`config.mk`:
```
export PLATFORM = sky130hd
export DESIGN_NAME = rgb_to_hsv_converter
export DESIGN_NICKNAME = d
export VERILOG_FILES = /design/src/rtl/rgbhsv_pkg.sv /design/src/rtl/rgbhsv_prep.sv /design/src/rtl/rgbhsv_cell.sv /design/src/rtl/rgb_to_hsv_converter.sv
export SDC_FILE = /design/constraint.sdc
export NUM_CORES = 2
export LEC_CHECK = 0
export ABC_AREA = 1
export ABC_CLOCK_PERIOD_IN_PS = 18300
export BUFFER_PORTS_ARGS = -buffer_cell sky130_fd_sc_hd__buf_2
export CORE_ASPECT_RATIO = 1.2
export CORE_MARGIN = 3
export CORE_UTILIZATION = 60
export DETAILED_ROUTE_END_ITERATION = 10
export PLACE_DENSITY = 0.76
export SYNTH_ARGS = -nofsm -noshare
export SYNTH_HDL_FRONTEND = slang
export SYNTH_SLANG_ARGS = --single-unit
```
`constraint.sdc`:
```
create_clock -name i_clk -period 18.3 [get_ports i_clk]
set_input_delay 0 -clock i_clk [delete_from_list [all_inputs] [get_ports i_clk]]
set_output_delay 0 -clock i_clk [all_outputs]
set_load 0.01 [all_outputs]
```
`src/rtl/rgbhsv_pkg.sv`:
```
// ----------------------------------------------------------------------------
// RGB to HSV converter package
// Beat types, widths and constants shared by the converter modules.
// ----------------------------------------------------------------------------
`timescale 1ns / 1ps
`default_nettype none

package rgbhsv_pkg;

    localparam int PIX_W         = 8;
    localparam int NUM_W         = 11;
    localparam int NUM15_W       = 15;
    localparam int REM_W         = 16;
    localparam int DEN_W         = 15;
    localparam int QUO_W         = 16;
    localparam int HUE_W         = 15;
    localparam int SAT_W         = 16;
    localparam int N_CELLS       = 16;
    localparam int HUE_DEN_SHIFT = 7;

    localparam logic [SAT_W-1:0] SAT_ONE   = 16'd32768;
    localparam logic [HUE_W-1:0] HUE_LIMIT = 15'd23040;

    typedef struct packed {
        logic [PIX_W-1:0] red;
        logic [PIX_W-1:0] green;
        logic [PIX_W-1:0] blue;
    } t_pixel;

    typedef struct packed {
        logic [HUE_W-1:0] hue;
        logic [SAT_W-1:0] saturation;
        logic [PIX_W-1:0] brightness;
    } t_hsv;

    typedef struct packed {
        logic [REM_W-1:0] rem;
        logic [DEN_W-1:0] den;
        logic [QUO_W-1:0] quo;
    } t_lane;

    typedef struct packed {
        t_lane            hue;
        t_lane            sat;
        logic [PIX_W-1:0] brightness;
    } t_stage;

endpackage

`default_nettype wire

```
`src/rtl/rgbhsv_prep.sv`:
```
// ----------------------------------------------------------------------------
// RGB to HSV front end
// Finds max, min and spread, picks the hue sector and loads both divider lanes.
// ----------------------------------------------------------------------------
`timescale 1ns / 1ps
`default_nettype none

module rgbhsv_prep (
    input  wire logic              i_clk,
    input  wire logic              i_rst_n,
    input  wire logic              i_valid,
    input  wire rgbhsv_pkg::t_pixel i_data,
    output logic                   o_ready,
    input  wire logic              i_ready_next,
    output logic                   o_valid,
    output rgbhsv_pkg::t_stage     o_data
);
    import rgbhsv_pkg::*;

    logic               r_valid;
    t_stage             r_data;
    t_stage             n_data;
    logic [PIX_W-1:0]   mx;
    logic [PIX_W-1:0]   mn;
    logic [PIX_W-1:0]   diff;
    logic [NUM_W-1:0]   r11;
    logic [NUM_W-1:0]   g11;
    logic [NUM_W-1:0]   b11;
    logic [NUM_W-1:0]   d11;
    logic [NUM_W-1:0]   num;
    logic [NUM15_W-1:0] num15;

    assign o_ready = !r_valid || i_ready_next;
    assign o_valid = r_valid;
    assign o_data  = r_data;

    always_comb begin
        mx = i_data.red;
        if (i_data.green > mx) begin
            mx = i_data.green;
        end
        if (i_data.blue > mx) begin
            mx = i_data.blue;
        end
        mn = i_data.red;
        if (i_data.green < mn) begin
            mn = i_data.green;
        end
        if (i_data.blue < mn) begin
            mn = i_data.blue;
        end
        diff = mx - mn;

        // Sector sums are never negative and stay below 2048, so 11-bit wrap is exact.
        r11 = {3'b000, i_data.red};
        g11 = {3'b000, i_data.green};
        b11 = {3'b000, i_data.blue};
        d11 = {3'b000, diff};
        if (mx == i_data.red) begin
            if (i_data.green >= i_data.blue) begin
                num = g11 - b11;
            end else begin
                num = (d11 << 2) + (d11 << 1) + g11 - b11;
            end
        end else if (mx == i_data.green) begin
            num = (d11 << 1) + b11 - r11;
        end else begin
            num = (d11 << 2) + r11 - g11;
        end
        num15 = ({4'b0000, num} << 4) - {4'b0000, num};

        n_data.hue.rem = {1'b0, num15};
        n_data.hue.den = (diff == '0) ? DEN_W'(1) : {diff, {HUE_DEN_SHIFT{1'b0}}};
        n_data.hue.quo = '0;
        n_data.sat.rem = {{(REM_W-PIX_W){1'b0}}, diff};
        n_data.sat.den = (mx == '0) ? DEN_W'(1) : {{(DEN_W-PIX_W){1'b0}}, mx};
        n_data.sat.quo = '0;
        n_data.brightness = mx;
    end

    always_ff @(posedge i_clk) begin
        if (!i_rst_n) begin
            r_valid <= 1'b0;
        end else if (o_ready) begin
            r_valid <= i_valid;
        end
    end

    always_ff @(posedge i_clk) begin
        if (o_ready && i_valid) begin
            r_data <= n_data;
        end
    end

endmodule

`default_nettype wire

```
`src/rtl/rgbhsv_cell.sv`:
```
// ----------------------------------------------------------------------------
// RGB to HSV divider cell
// One restoring division step on the hue and saturation lanes, then a register.
// ----------------------------------------------------------------------------
`timescale 1ns / 1ps
`default_nettype none

module rgbhsv_cell (
    input  wire logic              i_clk,
    input  wire logic              i_rst_n,
    input  wire logic              i_valid,
    input  wire rgbhsv_pkg::t_stage i_data,
    output logic                   o_ready,
    input  wire logic              i_ready_next,
    output logic                   o_valid,
    output rgbhsv_pkg::t_stage     o_data
);
    import rgbhsv_pkg::*;

    logic   r_valid;
    t_stage r_data;
    t_stage n_data;

    function automatic t_lane lane_step(input t_lane lane);
        t_lane            res;
        logic             ge;
        logic [REM_W-1:0] part;
        ge   = lane.rem >= {1'b0, lane.den};
        part = ge ? (lane.rem - {1'b0, lane.den}) : lane.rem;
        res.rem = {part[REM_W-2:0], 1'b0};
        res.den = lane.den;
        res.quo = {lane.quo[QUO_W-2:0], ge};
        return res;
    endfunction

    assign o_ready = !r_valid || i_ready_next;
    assign o_valid = r_valid;
    assign o_data  = r_data;

    always_comb begin
        n_data.hue        = lane_step(i_data.hue);
        n_data.sat        = lane_step(i_data.sat);
        n_data.brightness = i_data.brightness;
    end

    always_ff @(posedge i_clk) begin
        if (!i_rst_n) begin
            r_valid <= 1'b0;
        end else if (o_ready) begin
            r_valid <= i_valid;
        end
    end

    always_ff @(posedge i_clk) begin
        if (o_ready && i_valid) begin
            r_data <= n_data;
        end
    end

endmodule

`default_nettype wire

```
`src/rtl/rgb_to_hsv_converter.sv`:
```
// ----------------------------------------------------------------------------
// RGB to HSV converter
// Converts one 8-bit RGB pixel per beat into hue, saturation and value.
// ----------------------------------------------------------------------------
//  channel | valid        | stall        | payload
//  input   | i_in_valid   | o_in_stall   | i_in_data  (red, green, blue)
//  output  | o_out_valid  | i_out_stall  | o_out_data (hue, saturation, brightness)
//
//  One pixel per cycle is taken while o_in_stall is low; a result passes the front-end register and each cell register.
//  The pipeline is one front-end stage plus a row of 16 divider cells, one
//  quotient bit per cell, for both hue and saturation in parallel.
//  Reset clears only the stage valid bits.
//  An output stall reaches the input in the same cycle once every stage is
//  full; empty stages keep filling while the output waits.
// ----------------------------------------------------------------------------
`timescale 1ns / 1ps
`default_nettype none

module rgb_to_hsv_converter (
    input  wire logic              i_clk,
    input  wire logic              i_rst_n,
    input  wire logic              i_in_valid,
    output logic                   o_in_stall,
    input  wire rgbhsv_pkg::t_pixel i_in_data,
    output logic                   o_out_valid,
    input  wire logic              i_out_stall,
    output rgbhsv_pkg::t_hsv       o_out_data
);
    import rgbhsv_pkg::*;

    logic   prep_ready;
    logic   stg_valid [N_CELLS+1];
    logic   stg_ready [N_CELLS+1];
    t_stage stg_data  [N_CELLS+1];

    assign o_in_stall = !prep_ready;

    rgbhsv_prep u_prep (
        .i_clk        (i_clk),
        .i_rst_n      (i_rst_n),
        .i_valid      (i_in_valid),
        .i_data       (i_in_data),
        .o_ready      (prep_ready),
        .i_ready_next (stg_ready[0]),
        .o_valid      (stg_valid[0]),
        .o_data       (stg_data[0])
    );

    for (genvar gi = 0; gi < N_CELLS; gi++) begin : g_cell
        rgbhsv_cell u_cell (
            .i_clk        (i_clk),
            .i_rst_n      (i_rst_n),
            .i_valid      (stg_valid[gi]),
            .i_data       (stg_data[gi]),
            .o_ready      (stg_ready[gi]),
            .i_ready_next (stg_ready[gi+1]),
            .o_valid      (stg_valid[gi+1]),
            .o_data       (stg_data[gi+1])
        );
    end

    assign stg_ready[N_CELLS] = !i_out_stall;
    assign o_out_valid        = stg_valid[N_CELLS];

    always_comb begin
        o_out_data.hue        = stg_data[N_CELLS].hue.quo[HUE_W-1:0];
        o_out_data.saturation = stg_data[N_CELLS].sat.quo[SAT_W-1:0];
        o_out_data.brightness = stg_data[N_CELLS].brightness;
    end

endmodule

`default_nettype wire

```
==> summary.md <==
STA classifies the critical path startpoint as a primary input. Post-placement setup slack: 8560 ps. The routed layout has 35400 vias. For the latest clock arrival within the worst-skew pair, the log shows 680 ps. In this run, CTS created clock tree buffers numbering 109. The run gives 1153 as the CTS sink count.

The logs give 62600 um2 for the final standard cell area without fillers and 0.917 for the weighted congestion reported at the end of routability-driven placement. The startpoint identified for the worst hold timing path is i_in_data[22]. The total inserted antenna cells was 0; the total of warnings raised by yosys was 0.

The launch point of the worst reg-to-reg path was g_cell[15].u_cell.o_valid. For the register-to-register path setup slack, the log shows 13350 ps. After clock tree synthesis, the flow added hold-fix buffers numbering 11. The critical path arrival was 9590 ps.

For this run, the top clock speed supported by timing is 109 MHz. For the area inside the core boundary, the log shows 94000 um2. The summed instance area of the synthesized netlist is 57000 um2.

The flip-flop and latch count after synthesis works out to 1153. Entering global routing, the biggest net connects 71 pins. Once placement completed, the tool counted placed cells totaling 6341.

The run gives 5050 as the post-synthesis instance total. Among all flip-flop cells after synthesis, the most frequent one is edfxtp_1. The run gives 0 as the count of instances resized after the clock tree is built. The number of H-tree branching levels was 3; the number of cells traversed by the worst register-to-register path was 36. Summed over all instances, the cell type with the most area after synthesis is edfxtp_1. The number of max-capacitance violations reported is 0, and the total global-route track usage is 0.221. The aggregate global routing overflow was 0; the maximum fanout count along the critical path was 20. The fraction of post-synthesis cell area in the top cell type by area was 0.599; the number of nets at the end of the flow was 5658.

The number of enable-type register cells in the synthesized netlist was 1136; the leakage dissipation was 25.0 nW. No sink is reached through more buffers than the 3 on the longest clock path. For this block, the initial DRC count from the detailed router was 2029. Leaving out fill and tap cells, the most frequent cells in the layout are edfxtp_1 (1136), nand2_1 (800), inv_1 (759). Once detailed placement completed, the half-perimeter wirelength came to 81.5 mm. For this run, design rule violations remaining after detail routing come to 0. After layout, the worst setup slack is 9150 ps.

The slowest stage cell on the critical path is o31ai_1. The cell count of the worst hold path is 5. The worst setup path is captured at a register.

The sequential-to-total area share from yosys stat was 0.605. The worst hold path terminates at u_prep.o_data[30]. The first-pass GRT wire length is 174 mm, and the number of distinct library cells after synthesis is 53.

After routing, the total negative slack on setup checks comes to 0 ps. The required time reported for the critical path endpoint is 18740 ps, and the power density over cell area is 128 nW/um2. Number of top-level pins: 69.

Leading cell type in the layout, fill and taps excluded: edfxtp_1. The via count normalized by instance count is 5.40. For the final database, setup skew stands at 30.9 ps. For the number of global-route vias before repair, the log shows 36500.

The worst setup path is of the in -> reg kind. The count of nets left with antenna violations after detail routing was 0. The endpoint identified for the worst register-to-register timing path is u_prep.o_data[82].

The layout cell share with drive strength beyond 1 came out at 0.0624. The tools report the count of endpoints failing hold in the final timing report as 0. The tools report the initial antenna violation count as 1. Kind of path behind the tightest hold check: in -> reg. The run finished with clean final reports. The synthesis-to-finish area growth was 9.88%; the length of the first detailed-routing pass in iterations was 7. The normalized max-slew margin is 0.245, and the initial core utilization is 0.606. The number of nets handed over by synthesis was 5495. The placed standard-cell area is 58900 um2. Share of the clock period used by the worst path after layout: 0.500. By area the synthesized netlist is led by edfxtp_1 (60%), ha_1 (8.2%), nand2_1 (5.3%).

At the pin with the least slew margin, the transition time is 1120 ps. The root buffer cell chosen for the clock tree is clkbuf_16. The synthesized area per cell is 11.3 um2, and the delay of the slowest cell on the worst path is 650 ps. For the finished layout, the period the worst path requires is 9150 ps.

The most used cell along the critical path is nand2_1. The die width is 287 um. The run gives 0 as the number of slew-limit violations in the final report. The share of flip-flops with an asynchronous set or reset works out to 0. The clock-pin slew reported for the worst setup and hold paths after clock tree synthesis is 70 ps, and the standard-cell row count is 123. The die covers 98700 um2.

The vertical die dimension is 344 um. Setup violations remaining at the end of the flow were counted as 0. TritonCTS built the clock tree. In this run the post-CTS setup repair buffer count came out at 0. The tools report the worst voltage drop across the vdd grid as 0.227 mV.

Port buffering added 68 buffers. The logs give 6555 for the final instance count without filler cells and 109 mm for the final routed wirelength across all metal layers. After detailed routing, the average wire length per cell comes to 16.6 um. Setup repair after global routing left no endpoint under its margin.
[critical path, delay by kind of cell]
family | cells | cell delay (ps)
AND/OR/NAND/NOR | 23 | 3750
adder cells (fa/ha/maj) | 8 | 2950
AO/OA/AOI/OAI | 4 | 1390
XOR/XNOR | 2 | 590
buffers and inverters | 8 | 900
[per-layer routing]
metal	vias to the layer above	track usage	wire [um]
met2	654	0.468	63400
met3	288	0.0288	3330
met1	16900	0.202	36900
met5	-	0	0
met4	0	0.103	5230
li1	17600	-	-
[per-stage QoR]
stage	hold slack, ps	power, mW	util
finish	35.6	8.03	0.666
global placement	295	5.82	0.626
CTS	0.674	8.08	0.666
global route	28.7	8.53	0.666
detailed placement	309	5.82	0.626
floorplan	165	5.09	-
[kinds of logic (layout without fill, tap and decap cells)]
kind of cell,Yosys count,count (layout),synth area share
AOI/OAI and AO/OA,720,720,0.0697
adders and majority gates,417,417,0.0971
DFF,1153,1153,0.605
muxes,1,1,0.000176
xor gates and xnor gates,379,379,0.0583
and+or+nand+nor,1557,1557,0.115
buffers and inverters,823,1078,0.0549
[worst max path at each step]
stage	start	to	slack [ps]	depth (start not counted)
2_1_floorplan	i_in_data[15]	u_prep.o_data[96]	10820	48
5_1_grt	i_in_data[15]	u_prep.o_data[98]	8310	45
3_3_place_gp	i_in_data[15]	u_prep.o_data[98]	8700	45
3_5_place_dp	i_in_data[15]	u_prep.o_data[97]	8560	45
6_report	i_in_data[15]	u_prep.o_data[97]	9150	45
4_1_cts	i_in_data[15]	u_prep.o_data[97]	9270	45
[sequential cells by signal (all words and copies together), names as in the netlist]
name	count
g_cell.u_cell.o_data	1088
u_prep.o_valid	1
g_cell.u_cell.o_valid	16
u_prep.o_data	48
[where the power goes]
part | internal (mW) | switching, mW
clock network | 1.29 | 0.962
logic | 0.939 | 1.70
registers | 3.07 | 0.0670
total | 5.30 | 2.73
[synthesized netlist by cell type (42+ instances only)]
cell / instances
nand4_1: 59
nand2_1: 800
nand3_1: 168
a21oi_1: 263
xor2_1: 223
edfxtp_1: 1136
xnor2_1: 156
ha_1: 375
nor3_1: 66
nor2_1: 370
fa_1: 42
inv_1: 767
o21ai_0: 326
[cell type report]
cell class | instances | area (um2)
flip-flops and latches | 1153 | 34500
fillers | 6601 | 31400
multi-input cells | 3074 | 19500
clock buffers | 132 | 2940
inverters | 776 | 2910
well taps | 1250 | 1560
clock inverters | 71 | 669
repair buffers | 99 | 601
Note: power is estimated with default switching activity, not from simulation.
